$ cat config.mk
export PLATFORM = sky130hd
export DESIGN_NAME = msgpack_value_encoder_core
export DESIGN_NICKNAME = d
export VERILOG_FILES = /design/src/design/mpe_pkg.sv /design/src/design/mpe_front.sv /design/src/design/mpe_queue.sv /design/src/design/mpe_back.sv /design/src/design/msgpack_value_encoder_core.sv
export SDC_FILE = /design/constraint.sdc
export NUM_CORES = 1
export LEC_CHECK = 0
export BUFFER_PORTS_ARGS = -buffer_cell sky130_fd_sc_hd__buf_2
export CELL_PAD_IN_SITES_DETAIL_PLACEMENT = 1
export CELL_PAD_IN_SITES_GLOBAL_PLACEMENT = 2
export CORE_UTILIZATION = 43
export CTS_BUF_LIST = sky130_fd_sc_hd__clkbuf_16
export DETAILED_ROUTE_END_ITERATION = 8
export PLACE_DENSITY_LB_ADDON = 0.1
export REMOVE_ABC_BUFFERS = 1
export SYNTH_ARGS = -nofsm -noshare
export SYNTH_HDL_FRONTEND = slang
export SYNTH_SLANG_ARGS = --single-unit
$ cat constraint.sdc
create_clock -name i_clk -period 6.23 [get_ports i_clk]
set_clock_uncertainty 0.15 [all_clocks]
set_input_delay 0.623 -clock i_clk [delete_from_list [all_inputs] [get_ports i_clk]]
set_output_delay 0.623 -clock i_clk [all_outputs]
set_load 0.03 [all_outputs]
$ cat src/design/mpe_pkg.sv
// Shared types and constants for the MessagePack value encoder.
// No dependencies; imported by every module of the block.
package mpe_pkg;

    // Kind selector carried with each input word
    typedef enum logic [3:0] {
        OP_NIL     = 4'd0,
        OP_BOOL    = 4'd1,
        OP_UINT    = 4'd2,
        OP_INT     = 4'd3,
        OP_DOUBLE  = 4'd4,
        OP_BIN     = 4'd5,
        OP_STR     = 4'd6,
        OP_ARRAY   = 4'd7,
        OP_MAP     = 4'd8,
        OP_PAYLOAD = 4'd9
    } t_op;

    // Marker bytes
    localparam logic [7:0] MK_NIL    = 8'hC0;
    localparam logic [7:0] MK_FALSE  = 8'hC2;
    localparam logic [7:0] MK_TRUE   = 8'hC3;
    localparam logic [7:0] MK_BIN8   = 8'hC4;
    localparam logic [7:0] MK_BIN16  = 8'hC5;
    localparam logic [7:0] MK_BIN32  = 8'hC6;
    localparam logic [7:0] MK_DOUBLE = 8'hCB;
    localparam logic [7:0] MK_UINT8  = 8'hCC;
    localparam logic [7:0] MK_UINT16 = 8'hCD;
    localparam logic [7:0] MK_UINT32 = 8'hCE;
    localparam logic [7:0] MK_UINT64 = 8'hCF;
    localparam logic [7:0] MK_INT8   = 8'hD0;
    localparam logic [7:0] MK_INT16  = 8'hD1;
    localparam logic [7:0] MK_INT32  = 8'hD2;
    localparam logic [7:0] MK_INT64  = 8'hD3;
    localparam logic [7:0] MK_STR8   = 8'hD9;
    localparam logic [7:0] MK_STR16  = 8'hDA;
    localparam logic [7:0] MK_STR32  = 8'hDB;
    localparam logic [7:0] MK_ARR16  = 8'hDC;
    localparam logic [7:0] MK_ARR32  = 8'hDD;
    localparam logic [7:0] MK_MAP16  = 8'hDE;
    localparam logic [7:0] MK_MAP32  = 8'hDF;
    localparam logic [2:0] FIX_STR   = 3'b101;
    localparam logic [3:0] FIX_ARRAY = 4'b1001;
    localparam logic [3:0] FIX_MAP   = 4'b1000;

    // Number of data bytes after the marker
    typedef enum logic [3:0] {
        NB_0 = 4'd0,
        NB_1 = 4'd1,
        NB_2 = 4'd2,
        NB_4 = 4'd4,
        NB_8 = 4'd8
    } t_nbytes;

    // One classified item: marker, data byte count, data left-aligned
    typedef struct packed {
        logic [7:0]  marker;
        t_nbytes     nbytes;
        logic [63:0] data;
    } t_cmd;

    localparam int QUEUE_DEPTH_DEF = 2;

endpackage

$ cat src/design/mpe_front.sv
// Front end: accepts input words, picks marker and field size, registers the command.
// Depends on mpe_pkg.
module mpe_front
    import mpe_pkg::*;
(
    input  logic        i_clk,
    input  logic        i_rst_n,
    input  logic        i_valid,
    output logic        o_ready,
    input  logic [3:0]  i_op,
    input  logic [63:0] i_value,
    output logic        o_push,
    output t_cmd        o_cmd,
    input  logic        i_q_ready
);

    logic        r_valid, n_valid;
    t_cmd        r_cmd;
    t_cmd        w_cmd;
    logic        w_legal;
    logic [31:0] w_len;
    logic [63:0] v;

    assign v     = i_value;
    assign w_len = i_value[31:0];

    // Left-align the low bytes of the operand so the back end shifts from the top
    function automatic t_cmd mk(input logic [7:0] marker, input t_nbytes nb,
                                input logic [63:0] val);
        t_cmd c;
        c.marker = marker;
        c.nbytes = nb;
        unique case (nb)
            NB_0:    c.data = '0;
            NB_1:    c.data = {val[7:0], 56'd0};
            NB_2:    c.data = {val[15:0], 48'd0};
            NB_4:    c.data = {val[31:0], 32'd0};
            default: c.data = val;
        endcase
        return c;
    endfunction

    always_comb begin
        w_legal = 1'b1;
        w_cmd   = mk(MK_NIL, NB_0, '0);
        unique case (t_op'(i_op))
            OP_NIL:    w_cmd = mk(MK_NIL, NB_0, '0);
            OP_BOOL:   w_cmd = mk((|v) ? MK_TRUE : MK_FALSE, NB_0, '0);
            OP_UINT, OP_INT: begin
                if (!v[63] || t_op'(i_op) == OP_UINT) begin
                    priority if (v[63:7] == '0)  w_cmd = mk(v[7:0], NB_0, '0);
                    else if (v[63:8] == '0)      w_cmd = mk(MK_UINT8, NB_1, v);
                    else if (v[63:16] == '0)     w_cmd = mk(MK_UINT16, NB_2, v);
                    else if (v[63:32] == '0)     w_cmd = mk(MK_UINT32, NB_4, v);
                    else                         w_cmd = mk(MK_UINT64, NB_8, v);
                end else begin
                    priority if (&v[63:5])       w_cmd = mk(v[7:0], NB_0, '0);
                    else if (&v[63:7])           w_cmd = mk(MK_INT8, NB_1, v);
                    else if (&v[63:15])          w_cmd = mk(MK_INT16, NB_2, v);
                    else if (&v[63:31])          w_cmd = mk(MK_INT32, NB_4, v);
                    else                         w_cmd = mk(MK_INT64, NB_8, v);
                end
            end
            OP_DOUBLE: w_cmd = mk(MK_DOUBLE, NB_8, v);
            OP_BIN: begin
                priority if (w_len[31:8] == '0)  w_cmd = mk(MK_BIN8, NB_1, v);
                else if (w_len[31:16] == '0)     w_cmd = mk(MK_BIN16, NB_2, v);
                else                             w_cmd = mk(MK_BIN32, NB_4, v);
            end
            OP_STR: begin
                priority if (w_len[31:5] == '0)  w_cmd = mk({FIX_STR, w_len[4:0]}, NB_0, '0);
                else if (w_len[31:8] == '0)      w_cmd = mk(MK_STR8, NB_1, v);
                else if (w_len[31:16] == '0)     w_cmd = mk(MK_STR16, NB_2, v);
                else                             w_cmd = mk(MK_STR32, NB_4, v);
            end
            OP_ARRAY: begin
                priority if (w_len[31:4] == '0)  w_cmd = mk({FIX_ARRAY, w_len[3:0]}, NB_0, '0);
                else if (w_len[31:16] == '0)     w_cmd = mk(MK_ARR16, NB_2, v);
                else                             w_cmd = mk(MK_ARR32, NB_4, v);
            end
            OP_MAP: begin
                priority if (w_len[31:4] == '0)  w_cmd = mk({FIX_MAP, w_len[3:0]}, NB_0, '0);
                else if (w_len[31:16] == '0)     w_cmd = mk(MK_MAP16, NB_2, v);
                else                             w_cmd = mk(MK_MAP32, NB_4, v);
            end
            OP_PAYLOAD: w_cmd = mk(v[7:0], NB_0, '0);
            default:    w_legal = 1'b0;
        endcase
    end

    assign o_ready = !r_valid || i_q_ready;
    assign o_push  = r_valid && i_q_ready;
    assign o_cmd   = r_cmd;

    always_comb begin
        n_valid = r_valid;
        if (o_ready) begin
            n_valid = i_valid && w_legal;
        end
    end

    always_ff @(posedge i_clk) begin
        if (!i_rst_n) begin
            r_valid <= 1'b0;
        end else begin
            r_valid <= n_valid;
        end
        if (o_ready && i_valid && w_legal) begin
            r_cmd <= w_cmd;
        end
    end

endmodule

$ cat src/design/mpe_queue.sv
// Command queue between front and back end; small register FIFO.
// Depends on mpe_pkg.
module mpe_queue
    import mpe_pkg::*;
#(
    parameter int DEPTH = QUEUE_DEPTH_DEF
) (
    input  logic i_clk,
    input  logic i_rst_n,
    input  logic i_push,
    input  t_cmd i_cmd,
    output logic o_ready,
    input  logic i_pop,
    output t_cmd o_cmd,
    output logic o_valid
);

    localparam int PW = (DEPTH > 1) ? $clog2(DEPTH) : 1;
    localparam int CW = $clog2(DEPTH + 1);
    localparam logic [PW-1:0] LAST = PW'(DEPTH - 1);

    t_cmd          r_mem [DEPTH];
    logic [PW-1:0] r_wp, r_rp;
    logic [CW-1:0] r_count;

    assign o_ready = r_count < CW'(DEPTH);
    assign o_valid = r_count != '0;
    assign o_cmd   = r_mem[r_rp];

    always_ff @(posedge i_clk) begin
        if (!i_rst_n) begin
            r_wp    <= '0;
            r_rp    <= '0;
            r_count <= '0;
        end else begin
            if (i_push) begin
                r_wp <= (r_wp == LAST) ? '0 : r_wp + 1'b1;
            end
            if (i_pop) begin
                r_rp <= (r_rp == LAST) ? '0 : r_rp + 1'b1;
            end
            r_count <= r_count + CW'(i_push) - CW'(i_pop);
        end
        if (i_push) begin
            r_mem[r_wp] <= i_cmd;
        end
    end

    a_count_bound: assert property (@(posedge i_clk) disable iff (!i_rst_n)
        r_count <= CW'(DEPTH)) else $error("queue count overflow");
    a_no_pop_empty: assert property (@(posedge i_clk) disable iff (!i_rst_n)
        i_pop |-> r_count != '0) else $error("pop from empty queue");
    a_no_push_full: assert property (@(posedge i_clk) disable iff (!i_rst_n)
        i_push |-> r_count < CW'(DEPTH)) else $error("push into full queue");

endmodule

$ cat src/design/mpe_back.sv
// Back end: serializes one queued command into bytes through an output register.
// Depends on mpe_pkg.
module mpe_back
    import mpe_pkg::*;
(
    input  logic       i_clk,
    input  logic       i_rst_n,
    input  logic       i_q_valid,
    input  t_cmd       i_q_cmd,
    output logic       o_pop,
    output logic       o_valid,
    input  logic       i_ready,
    output logic [7:0] o_out_byte,
    output logic       o_last_byte
);

    logic        r_busy, n_busy;
    logic [3:0]  r_left, n_left;
    logic [63:0] r_data, n_data;
    logic        r_ovalid, n_ovalid;
    logic [7:0]  r_byte, n_byte;
    logic        r_last, n_last;
    logic        w_adv;

    assign w_adv = !r_ovalid || i_ready;
    assign o_pop = w_adv && !r_busy && i_q_valid;

    always_comb begin
        n_busy   = r_busy;
        n_left   = r_left;
        n_data   = r_data;
        n_ovalid = r_ovalid;
        n_byte   = r_byte;
        n_last   = r_last;
        if (w_adv) begin
            if (r_busy) begin
                n_ovalid = 1'b1;
                n_byte   = r_data[63:56];
                n_last   = (r_left == 4'd1);
                n_data   = {r_data[55:0], 8'd0};
                n_left   = r_left - 4'd1;
                n_busy   = (r_left != 4'd1);
            end else if (i_q_valid) begin
                n_ovalid = 1'b1;
                n_byte   = i_q_cmd.marker;
                n_last   = (i_q_cmd.nbytes == NB_0);
                n_data   = i_q_cmd.data;
                n_left   = i_q_cmd.nbytes;
                n_busy   = (i_q_cmd.nbytes != NB_0);
            end else begin
                n_ovalid = 1'b0;
            end
        end
    end

    always_ff @(posedge i_clk) begin
        if (!i_rst_n) begin
            r_busy   <= 1'b0;
            r_ovalid <= 1'b0;
            r_left   <= '0;
        end else begin
            r_busy   <= n_busy;
            r_ovalid <= n_ovalid;
            r_left   <= n_left;
        end
        r_data <= n_data;
        r_byte <= n_byte;
        r_last <= n_last;
    end

    assign o_valid     = r_ovalid;
    assign o_out_byte  = r_byte;
    assign o_last_byte = r_last;

    a_busy_left: assert property (@(posedge i_clk) disable iff (!i_rst_n)
        r_busy |-> r_left != '0) else $error("busy with no bytes left");
    a_busy_not_last: assert property (@(posedge i_clk) disable iff (!i_rst_n)
        r_busy && r_ovalid |-> !r_last) else $error("last byte flagged mid item");
    a_pop_idle: assert property (@(posedge i_clk) disable iff (!i_rst_n)
        o_pop |=> r_ovalid) else $error("popped command produced no byte");

endmodule

$ cat src/design/msgpack_value_encoder_core.sv
// MessagePack value encoder top level: front end, command queue, byte serializer.
// Depends on mpe_pkg, mpe_front, mpe_queue, mpe_back.
//
// Each input word (op, value) is encoded as one MessagePack element and leaves as
// a stream of bytes on the output channel, marker first and multi-byte fields most
// significant byte first; o_last_byte flags the final byte of each word. Integers
// take their shortest form, double is sent as the raw IEEE bits, and bin, str,
// array and map produce only their header from the low 32 bits of value. A payload
// word passes its low byte through. Selector codes 10 to 15 are accepted and
// dropped without output. An element is 1 to 9 bytes long and leaves through the
// byte-wide output register of the serializer, which i_ready can stall; the marker
// of a queued word directly follows the last byte of the word before it. The front
// end classifies a word and registers the command, and a QUEUE_DEPTH-entry command
// queue (2 by default) decouples it from the serializer, so input is taken while the
// serializer is still busy. With nothing queued ahead, the first byte of a word is
// presented after passing the front-end register, the queue and the output register.
module msgpack_value_encoder_core
    import mpe_pkg::*;
#(
    parameter int QUEUE_DEPTH = QUEUE_DEPTH_DEF
) (
    input  logic        i_clk,
    input  logic        i_rst_n,
    input  logic        i_valid,
    output logic        o_ready,
    input  logic [3:0]  i_op,
    input  logic [63:0] i_value,
    output logic        o_valid,
    input  logic        i_ready,
    output logic [7:0]  o_out_byte,
    output logic        o_last_byte
);

    // Front to queue
    logic w_push;
    t_cmd w_push_cmd;
    logic w_q_ready;
    // Queue to back
    logic w_pop;
    t_cmd w_pop_cmd;
    logic w_q_valid;

    // Classify and register the command
    mpe_front u_front (
        .i_clk     (i_clk),
        .i_rst_n   (i_rst_n),
        .i_valid   (i_valid),
        .o_ready   (o_ready),
        .i_op      (i_op),
        .i_value   (i_value),
        .o_push    (w_push),
        .o_cmd     (w_push_cmd),
        .i_q_ready (w_q_ready)
    );

    // Hold commands while the serializer drains earlier ones
    mpe_queue #(
        .DEPTH (QUEUE_DEPTH)
    ) u_queue (
        .i_clk   (i_clk),
        .i_rst_n (i_rst_n),
        .i_push  (w_push),
        .i_cmd   (w_push_cmd),
        .o_ready (w_q_ready),
        .i_pop   (w_pop),
        .o_cmd   (w_pop_cmd),
        .o_valid (w_q_valid)
    );

    // Emit one byte per cycle through the output register unless i_ready stalls it
    mpe_back u_back (
        .i_clk       (i_clk),
        .i_rst_n     (i_rst_n),
        .i_q_valid   (w_q_valid),
        .i_q_cmd     (w_pop_cmd),
        .o_pop       (w_pop),
        .o_valid     (o_valid),
        .i_ready     (i_ready),
        .o_out_byte  (o_out_byte),
        .o_last_byte (o_last_byte)
    );

endmodule
==> reports/summary.txt, run 1 <==
max_slew headroom: 25.6%
dpl hpwl: 26200 um
post_cts resized: 0
Final setup viols: 0
cts hold-fix bufs: 0
Synth top area share: 66.4%
Yosys reg bits: 313
sequential area share after synthesis: 68.2%
synth warn: 0
Fmax achieved: 0.284 GHz
layout cells sized above 1: 14.8%
Sw Ratio: 29.5%
Critical Path Max Stage Delay: 930 ps
critical path peak fanout: 20
critical path cell sequence: buf_2, nand4_1, nor4_1, nand4_1, nor2_2, nor2_1, or4_1
xor/xnor share of the synthesized area: 0.193%
crit-path most repeated cell: nand4_1
TNS Setup: 0 ps
Synth area leaders: edfxtp_1 (66%), mux2i_1 (5.7%), o21ai_0 (3.6%), nand2_1 (2.7%), nor2b_1 (1.8%)
crit path time final: 3520 ps
clk buf depth: 3
Post-Place Cells: 1445
Avg Inst Size Synth: 13.4 sq um
Skew-Pair Late Insertion Delay: 520 ps
largest family of logic cells by synthesized area: compound AO/OA/AOI/OAI gates
hold violation total from the final report: 0
Sink Count: 313
Worst Hold Class: register to register
DIE HEIGHT: 180 um
crit end category: register
via count of the first global-routing pass: 9185
synthesized-area fraction occupied by adder cells: 0.368%
fin util: 50.1%
status: finished with violations
CP arrival: 3610 ps
IO Pins: 83
GPL Wtd Cong: 0.888
vias per inst: 5.94
unrepaired setup endpoints after global routing: no
most common cell after layout, fill and taps aside: edfxtp_1
Reg power frac: 51.2%
FP Rows: 64
CP Launch Type: input pin
most frequent cells in the layout: edfxtp_1 (301), nand2_1 (97), o21ai_0 (97)
period utilisation layout: 56.4%
H-Tree Depth: 2
post-CTS setup buffer count: 0
Root Buffer Master: clkbuf_16
first-pass GRT wire length: 58700 um
Routed WL: 39300 um
drt pass-1 iters: 7
initial antenna violation count: 1
worst slew pin tran: 1110 ps
PD cells: 392 mW/mm^2
Worst-path clk slew: 60 ps
Synth cell types: 72
Die Span X: 180 um
core box area: 0.0308 sq mm
grt ovf: 0
Max-Cap Viols: 0
Final WS setup: 2710 ps
DP Worst Slack: 2290 ps
area growth from synthesis to layout: 13.4%
largest net degree at the start of global routing: 88
Inserted Clock Buffers: 35
fin nets: 1162
Clk pwr share: 30.7%
critical path's slowest cell: nand4_1
failing checks: design-rule violations
drt wl/cell: 26.1 um
Antenna diodes: 0
EDFF count, synth: 301
Antenna Nets Post-Route: 0
Worst Path Required: 6330 ps
Switch Pwr: 0.00179 W
mux contribution to synthesized area: 5.82%
complex-gate fraction of the synthesized area: 11.7%
Iteration-0 DRC Markers: 710
Gate Count Post-Synth: 1018
part of the power in combinational logic: 18.0%
Initial Util: 44.2%
routed via count: 8953
design area: 0.0154 sq mm
ys async rst share: 0%
# DRC: 2
leakage: 5.15 nW
cell area after synthesis: 0.0136 sq mm
peak supply drop: 0.253 mV
Cell Area, Placed: 0.0144 sq mm
Pint: 0.00427 W
CP Class: input pin to register
Yosys top cell by area: edfxtp_1
CTS tree: yes
Top FF cell, synth: edfxtp_1
PortBufs: 82
gr usage total: 24.5%
simple-gate portion of the synthesized area: 11.5%
die area: 0.0324 sq mm
Finished Layout Cells: 1507
Slew Limit Fails: 0
## synth_stat cells (5+ instances only)
cell type,n
buf_1,6
or3_1,6
clkbuf_1,43
a211oi_1,13
nand3_1,8
a22o_1,16
o21ai_0,97
nand4_1,16
nor3_1,12
nand2_1,97
nor2_1,44
nor4_1,20
nand2b_1,6
inv_1,11
a21oi_1,47
a31oi_1,7
and3_1,8
a21boi_0,7
mux2i_1,78
buf_2,11
a2bb2oi_1,8
a21o_1,12
edfxtp_1,301
o211ai_1,6
nand3b_1,5
nor2b_1,40
dfxtp_1,12
and2_1,7
## kinds of logic after synthesis
kind of cell | Yosys count
compound gates | 250
xor+xnor | 3
fa+ha+maj | 4
buf+inv | 74
flops | 313
mux | 79
simple gates | 295
## metal layers
layer	GRT usage, %	up-vias	wire length [um]
li1	-	4059	-
met1	33.9	4542	17600
met2	39.6	289	18600
met3	4.23	61	2220
met4	7.24	2	932
met5	0	-	9
## critical path: cells and delay by family
| kind | cells | cell delay (ps) |
|---|---|---|
| simple gates | 6 | 2810 |
| buf+inv | 1 | 170 |
## power groups by stage
stage                     Clock [W]  Combinational, W  Sequential (W)
after floorplan                   0          0.000607         0.00324
after global placement            0           0.00110         0.00314
after detailed placement          0           0.00112         0.00315
after CTS                   0.00191           0.00112         0.00311
after global routing        0.00198           0.00121         0.00315
final                       0.00186           0.00109         0.00310
## per-stage QoR
step / power [W] / hold slack (ps)
global placement: 0.00424 / 272
CTS: 0.00614 / 282
finish: 0.00606 / 285
detailed placement: 0.00427 / 281
global route: 0.00634 / 290
floorplan: 0.00384 / 271
## sequential cells by signal (all words and copies together) (netlist names), named ones only
name	cells
u_back.o_last_byte	1
u_queue.r_wp	1
u_queue.r_rp	1
u_front.o_cmd	76
u_back.r_left	4
u_back.o_out_byte	8
u_back.r_busy	1
u_front.r_valid	1
u_queue.r_mem	152
u_back.o_valid	1
u_back.r_data	64
u_queue.r_count	2
## worst paths after layout
| kind | from | slack, ps | depth (start not counted) | end |
|---|---|---|---|---|
| worst max-delay path | i_value[61] | 2710 | 7 | u_front.o_cmd[75]$_DFFE_PP_ |
| worst min-delay path | u_front.o_cmd[27]$_DFFE_PP_ | 280 | 0 | u_queue.r_mem[0][27]$_DFFE_PP_ |
| worst max register to register | u_back.r_busy$_SDFFE_PN0N_ | 3240 | 8 | u_back.r_left[3]$_SDFFE_PN0P_ |
| worst min register to register | u_front.o_cmd[27]$_DFFE_PP_ | 280 | 0 | u_queue.r_mem[0][27]$_DFFE_PP_ |
## layout make-up
type / count / area (sq um)
fillers: 3106 / 15400
flip-flops and latches: 313 / 9290
multi-input cells: 631 / 4080
clock buffers: 36 / 901
repair buffers: 94 / 500
well taps: 396 / 495
clock inverters: 26 / 134
inverters: 11 / 41.3
(Power assumes the default switching activity.)
==> run 2: changes to the inputs <==
--- a/config.mk
+++ b/config.mk
@@ -5,10 +5,11 @@
 export SDC_FILE = /design/constraint.sdc
 export NUM_CORES = 1
 export LEC_CHECK = 0
+export ABC_AREA = 1
 export BUFFER_PORTS_ARGS = -buffer_cell sky130_fd_sc_hd__buf_2
 export CELL_PAD_IN_SITES_DETAIL_PLACEMENT = 1
 export CELL_PAD_IN_SITES_GLOBAL_PLACEMENT = 2
-export CORE_UTILIZATION = 43
+export CORE_UTILIZATION = 35
 export CTS_BUF_LIST = sky130_fd_sc_hd__clkbuf_16
 export DETAILED_ROUTE_END_ITERATION = 8
 export PLACE_DENSITY_LB_ADDON = 0.1
==> constraint.sdc (replaced) <==
create_clock -name i_clk -period 2.85 [get_ports i_clk]
set_clock_uncertainty 0.15 [all_clocks]
set_input_delay 0.285 -clock i_clk [delete_from_list [all_inputs] [get_ports i_clk]]
set_output_delay 0.285 -clock i_clk [all_outputs]
set_load 0.03 [all_outputs]
==> reports/summary.txt, run 2 <==
status: finished clean
drt wl/cell: 23.6 um (-9.6%)
fin util: 41.6% (-8.5 points)
CP Class: input pin to register
first-pass GRT wire length: 81000 um (+38%)
CTS tree: yes
Synth top area share: 59.4% (-6.9 points)
DIE HEIGHT: 210 um (+17%)
Fmax achieved: 0.442 GHz
Yosys top cell by area: edfxtp_1
synth warn: 0 (unchanged)
period utilisation layout: 79.4%
# DRC: 0 (-2)
Worst Hold End: u_front.o_cmd[29]$_DFFE_PP_
Worst Hold Class: input pin to register
Avg Inst Size Synth: 9.37 sq um (-30%)
Critical R2R Capture: u_queue.r_count[1]$_SDFF_PN0_
gr usage total: 25.0% (+0.49 points)
most common cell after layout, fill and taps aside: nand2_1
worst slew pin tran: 764 ps (-343 ps)
largest family of logic cells by synthesized area: simple AND/OR/NAND/NOR gates
mux contribution to synthesized area: 0% (-5.8 points)
Routed WL: 54700 um (+39%)
FP Rows: 75 (+17%)
crit path time final: 2260 ps
synth cell count leaders: nand2_1 (345), edfxtp_1 (301), nor2_1 (245)
Reg power frac: 46.4% (-4.8 points)
core box area: 0.0424 sq mm (+38%)
Switch Pwr: 0.00475 W (+170%)
synthesized-area fraction occupied by adder cells: 0.329% (-0.038 points)
Synth cell types: 45 (-38%)
Die Span X: 210 um (+17%)
Worst-path clk slew: 60 ps (about the same)
leakage: 6.97 nW (+35%)
Worst R2R Start: u_queue.r_count[1]$_SDFF_PN0_
ys async rst share: 0% (unchanged)
Top FF cell, synth: edfxtp_1
part of the power in combinational logic: 23.7% (+5.7 points)
largest net degree at the start of global routing: 78 (-11%)
most common cell in the netlist: nand2_1
Final WS setup: 586 ps (-2130 ps)
most flop-heavy register: u_queue.r_mem
Synth area leaders: edfxtp_1 (59%), nand2_1 (8.5%), nor2_1 (6.0%), a21oi_1 (5.5%), nand3_1 (4.9%)
Worst R2R Setup Slack: 720 ps (-2520 ps)
hold path depth: 3 (+3)
fin nets: 1787 (+54%)
H-Tree Depth: 2 (unchanged)
grt ovf: 0 (unchanged)
most frequent cells in the layout: nand2_1 (345), edfxtp_1 (301), nor2_1 (243)
drt pass-1 iters: 5 (-2)
Sink Count: 313 (unchanged)
sequential area share after synthesis: 61.0% (-7.1 points)
via count of the first global-routing pass: 12632 (+38%)
DP Worst Slack: 99.1 ps (-2190 ps)
R2R cell count: 8 (unchanged)
die area: 0.0443 sq mm (+37%)
Pint: 0.00970 W (+130%)
hold path start: i_value[29]
Inserted Clock Buffers: 37 (+5.7%)
Worst Path Required: 2970 ps (-3360 ps)
critical path peak fanout: 14 (-30%)
area growth from synthesis to layout: 16.0%
Clk pwr share: 29.8% (-0.9 points)
Initial Util: 35.8% (-8.3 points)
GPL Wtd Cong: 0.930 (+4.8%)
clk buf depth: 3 (unchanged)
unrepaired setup endpoints after global routing: no
Max-Cap Viols: 0 (unchanged)
cell area after synthesis: 0.0152 sq mm (+12%)
Antenna Nets Post-Route: 0 (unchanged)
Final setup viols: 0 (unchanged)
xor/xnor share of the synthesized area: 0.115% (-0.078 points)
dpl hpwl: 38600 um (+48%)
post_cts resized: 0 (unchanged)
routed via count: 12211 (+36%)
Sw Ratio: 32.9% (+3.3 points)
initial antenna violation count: 3 (+2)
Slew Limit Fails: 0 (unchanged)
CP arrival: 2380 ps (-1230 ps)
layout cells sized above 1: 13.9% (-0.85 points)
IO Pins: 83 (unchanged)
Gate Count Post-Synth: 1622 (+59%)
PD cells: 819 mW/mm^2 (+110%)
CP Launch Type: input pin
Skew-Pair Late Insertion Delay: 530 ps (about the same)
PortBufs: 82 (unchanged)
complex-gate fraction of the synthesized area: 9.59% (-2.1 points)
Iteration-0 DRC Markers: 907 (+28%)
vias per inst: 5.27 (-11%)
peak supply drop: 0.523 mV (+110%)
simple-gate portion of the synthesized area: 23.1% (+12 points)
hold violation total from the final report: 0 (unchanged)
EDFF count, synth: 301 (unchanged)
max_slew headroom: 49.0% (+23 points)
Root Buffer Master: clkbuf_16
max reg flops: 152 (unchanged)
Yosys reg bits: 313 (unchanged)
crit end category: register
-- run 2: cell count changes in the layout (fill, tap and decap cells not counted), sizes merged, moves of 21 or more --
| cell | previous run | this run |
|---|---|---|
| nor2b | 40 | 0 |
| a21oi | 47 | 177 |
| nand3 | 8 | 152 |
| nor4 | 23 | 2 |
| buf | 94 | 125 |
| inv | 21 | 147 |
| nand2 | 98 | 350 |
| nor2 | 46 | 262 |
| mux2i | 78 | 0 |
| o21ai | 98 | 60 |
-- run 2: power by group through the flow --
stage	combinational (W)	clock, W	sequential (W)
detailed placement	0.00347	0	0.00680
CTS	0.00350	0.00440	0.00672
finish	0.00343	0.00431	0.00671
global placement	0.00340	0	0.00678
floorplan	0.00153	0	0.00670
global route	0.00379	0.00457	0.00679
-- run 2: critical path, stage by stage --
cell      delay (ps)
buf_2            200
nor2_1           140
nand3_1           80
nor2_1           330
nand2_1          150
nor2_4           320
nand2_1          430
o211ai_1         340
nand3_1          100
-- run 2: worst max-delay path by stage --
stage,from,depth (start not counted),endpoint,slack (ps)
5_1_grt,i_value[63],11,u_front.o_cmd[63]$_DFFE_PP_,520
3_3_place_gp,i_value[47],13,u_front.o_cmd[48]$_DFFE_PP_,50
2_1_floorplan,u_back.r_busy$_SDFFE_PN0N_,4,u_back.r_left[0]$_SDFFE_PN0P_,-5080
6_report,i_value[63],9,u_front.o_cmd[71]$_DFFE_PP_,590
4_1_cts,i_value[63],11,u_front.o_cmd[63]$_DFFE_PP_,630
3_5_place_dp,i_value[63],11,u_front.o_cmd[63]$_DFFE_PP_,100
-- run 2: what timing repair did --
item	in CTS	in global routing
endpoints found under the hold margin	5	0
setup buffers	0	0
endpoints found under the setup margin	0	0
hold buffers	3	0
-- run 2: logic make-up after synthesis --
| kind of cell | Yosys count |
|---|---|
| compound gates | 269 |
| simple gates | 815 |
| flops | 313 |
| fa+ha+maj | 4 |
| buf+inv | 219 |
| xor+xnor | 2 |
-- run 2: layout make-up --
class,count,area [sq um]
repair buffers,128,913
clock buffers,38,951
diodes,1,2.50
flip-flops and latches,313,9280
multi-input cells,1090,5090
well taps,577,722
fillers,4845,24800
inverters,141,534
clock inverters,29,154
-- run 2: routing by layer --
| metal | up-vias | GRT usage (%) | wire length [um] |
|---|---|---|---|
| met2 | 320 | 40.5 | 25300 |
| met3 | 73 | 3.47 | 2660 |
| met4 | 2 | 7.62 | 1520 |
| li1 | 5738 | - | - |
| met1 | 6078 | 34.7 | 25300 |
| met5 | - | 0 | 18 |
-- run 2: through the flow --
stage	TNS (ps)	hold slack, ps	std cells	total power, W	instance area, sq um
detailed placement	0	281	2246	0.0103	16500
CTS	0	33.1	2316	0.0146	17600
finish	0	59.0	2317	0.0145	17600
global route	0	49.7	2316	0.0151	17600
floorplan	-783610	228	1544	0.00824	14900
global placement	0	273	2246	0.0102	16500
==> run 3: changes to the inputs <==
--- a/config.mk
+++ b/config.mk
@@ -9,7 +9,7 @@
 export BUFFER_PORTS_ARGS = -buffer_cell sky130_fd_sc_hd__buf_2
 export CELL_PAD_IN_SITES_DETAIL_PLACEMENT = 1
 export CELL_PAD_IN_SITES_GLOBAL_PLACEMENT = 2
-export CORE_UTILIZATION = 35
+export CORE_UTILIZATION = 39
 export CTS_BUF_LIST = sky130_fd_sc_hd__clkbuf_16
 export DETAILED_ROUTE_END_ITERATION = 8
 export PLACE_DENSITY_LB_ADDON = 0.1
==> constraint.sdc (replaced) <==
create_clock -name i_clk -period 2.2 [get_ports i_clk]
set_clock_uncertainty 0.15 [all_clocks]
set_input_delay 0.22 -clock i_clk [delete_from_list [all_inputs] [get_ports i_clk]]
set_output_delay 0.22 -clock i_clk [all_outputs]
set_load 0.03 [all_outputs]
==> reports/summary.txt, run 3 (synthesis results as in run 2) <==
via count of the first global-routing pass: 13398 (+6.1%)
Critical Path Max Stage Delay: 290 ps (-140 ps)
PortBufs: 82 (unchanged)
Worst-path clk slew: 60 ps (about the same)
area growth from synthesis to layout: 24.0%
Worst Hold Class: input pin to register
post-CTS setup buffer count: 0 (unchanged)
hold path depth: 3 (unchanged)
most frequent cells in the layout: nand2_1 (345), edfxtp_1 (301), nor2_1 (243)
grt ovf: 0 (unchanged)
most common cell after layout, fill and taps aside: nand2_1
met2 Track Usage GR: 48.7% (+8.2 points)
Sink Count: 313 (unchanged)
critical path cell sequence: buf_2, nand2_1, nor2_1, buf_4, inv_1, nor2_1, nand2_1, nor2_2, buf_4, inv_2, nor2_2, buf_4, nand2_1, nand3_1, nand3_1, nand2_1
Antenna diodes: 0 (-1)
CP arrival: 2340 ps (-40 ps)
Worst R2R Start: u_queue.r_count[0]$_SDFF_PN0_
leakage: 7.81 nW (+12%)
Skew-Pair Late Insertion Delay: 530 ps (about the same)
Die Span X: 199 um (-5.2%)
hold path start: i_valid
Critical R2R Capture: u_queue.r_count[1]$_SDFF_PN0_
Post-Place Cells: 2343 (+4.3%)
Finished Layout Cells: 2410 (+4.0%)
Pwr Total: 0.0189 W (+31%)
initial antenna violation count: 0 (-3)
max reg flops: 152 (unchanged)
critical path's slowest cell: nor2_1
# DRC: 0 (unchanged)
GPL Wtd Cong: 0.957 (+2.9%)
gr usage total: 28.6% (+3.7 points)
TNS Setup: 0 ps (unchanged)
crit-path most repeated cell: nand2_1
Max-Cap Viols: 0 (unchanged)
Iteration-0 DRC Markers: 776 (-14%)
Routed WL: 55600 um (+1.5%)
GR Util met1: 38.4% (+3.7 points)
worst slew pin tran: 586 ps (-178 ps)
gr busiest metal: met2
core box area: 0.0380 sq mm (-10%)
Worst Hold End: u_front.r_valid$_SDFFE_PN0N_
dpl hpwl: 40900 um (+5.8%)
Register Area: 0.00928 sq mm (unchanged)
die area: 0.0398 sq mm (-10%)
drt wl/cell: 23.1 um (-2.4%)
Fmax achieved: 0.478 GHz
period utilisation layout: 95.0%
largest net degree at the start of global routing: 78 (unchanged)
DIE HEIGHT: 199 um (-5.2%)
Worst Path Required: 2450 ps (-520 ps)
CP Class: input pin to register
most flop-heavy register: u_queue.r_mem
Multi-input gate area: 0.00509 sq mm (unchanged)
Antenna Nets Post-Route: 0 (unchanged)
clk buf depth: 3 (unchanged)
Inserted Clock Buffers: 36 (-2.7%)
status: finished clean
CP Launch Type: input pin
fin nets: 1948 (+9.0%)
Root Buffer Master: clkbuf_16
PD cells: 1000 mW/mm^2 (+22%)
IO Pins: 83 (unchanged)
Initial Util: 40.0% (+4.1 points)
drt pass-1 iters: 5 (unchanged)
layout cells sized above 1: 21.2% (+7.3 points)
Slew Limit Fails: 0 (unchanged)
Worst R2R Setup Slack: 260 ps (-460 ps)
unrepaired setup endpoints after global routing: no
filler instances: 4418 (-8.8%)
hold violation total from the final report: 0 (unchanged)
max_slew headroom: 60.9% (+12 points)
vias per inst: 5.36 (+1.7%)
worst hold slack: 25.9 ps (-33.0 ps)
peak supply drop: 0.734 mV (+40%)
FP Rows: 71 (-5.3%)
crit path time final: 2090 ps
critical path peak fanout: 10 (-4)
CTS tree: yes
R2R cell count: 8 (unchanged)
H-Tree Depth: 2 (unchanged)
crit end category: register
grt met3 use: 3.04% (-0.43 points)
Final setup viols: 0 (unchanged)
routed via count: 12912 (+5.7%)
first-pass GRT wire length: 83300 um (+2.8%)
## run 3: cell types whose count changed in the layout (fill, tap and decap cells not counted), sizes merged
cell / change
clkbuf: -2
dlygate4sd3: -1
buf: +163
diode: -1
inv: +5
clkinv: -5
## run 3: critical path: cells and delay by family
kind	cells	cell delay, ps
buffers and inverters	6	780
AND/OR/NAND/NOR	10	1330
## run 3: routing by layer
metal  share of wire (%)  wire [um]
met2                  49      27200
met1                  44      24700
met3                 4.0       2240
met5                   0          0
met4                 2.6       1460
## run 3: worst max path at each step
| stage | from | end | slack (ps) | cells past startpoint |
|---|---|---|---|---|
| final | i_value[62] | u_front.o_cmd[55]$_DFFE_PP_ | 110 | 16 |
| after global routing | i_value[62] | u_front.o_cmd[51]$_DFFE_PP_ | 6 | 16 |
| after CTS | i_value[62] | u_front.o_cmd[55]$_DFFE_PP_ | 130 | 16 |
| after detailed placement | i_value[62] | u_front.o_cmd[55]$_DFFE_PP_ | -400 | 16 |
| after global placement | i_value[62] | u_front.o_cmd[68]$_DFFE_PP_ | -390 | 13 |
| after floorplan | u_back.r_busy$_SDFFE_PN0N_ | u_back.r_left[0]$_SDFFE_PN0P_ | -5730 | 4 |
## run 3: final cells by class
| type | count | share of cell area, % |
|---|---|---|
| inverter | 141 | 2.83 |
| tap | 511 | 3.39 |
| clock buffer | 36 | 4.78 |
| clock inverter | 29 | 0.817 |
| multi-input combinational | 1090 | 27.0 |
| timing repair buffer | 290 | 11.9 |
| sequential | 313 | 49.2 |
## run 3: per-stage QoR
| stage | area [sq um] | setup slack [ps] | util (%) |
|---|---|---|---|
| 2_1_floorplan | 14900 | -5730 | - |
| 3_3_place_gp | 17800 | -392 | 46.7 |
| 3_5_place_dp | 17800 | -401 | 46.7 |
| 4_1_cts | 18800 | 127 | 49.6 |
| 5_1_grt | 18800 | 5.81 | 49.6 |
| 6_report | 18800 | 110 | 49.6 |
## run 3: repair_timing
action                                 in CTS  in global routing
resized for setup                           0                  0
endpoints found under the hold margin      12                  0
hold buffers                                2                  0
## run 3: power breakdown
| part | total [W] | internal [W] | switching, W |
|---|---|---|---|
| logic | 0.00481 | 0.00147 | 0.00333 |
| clock network | 0.00542 | 0.00299 | 0.00242 |
| registers | 0.00866 | 0.00820 | 0.000461 |
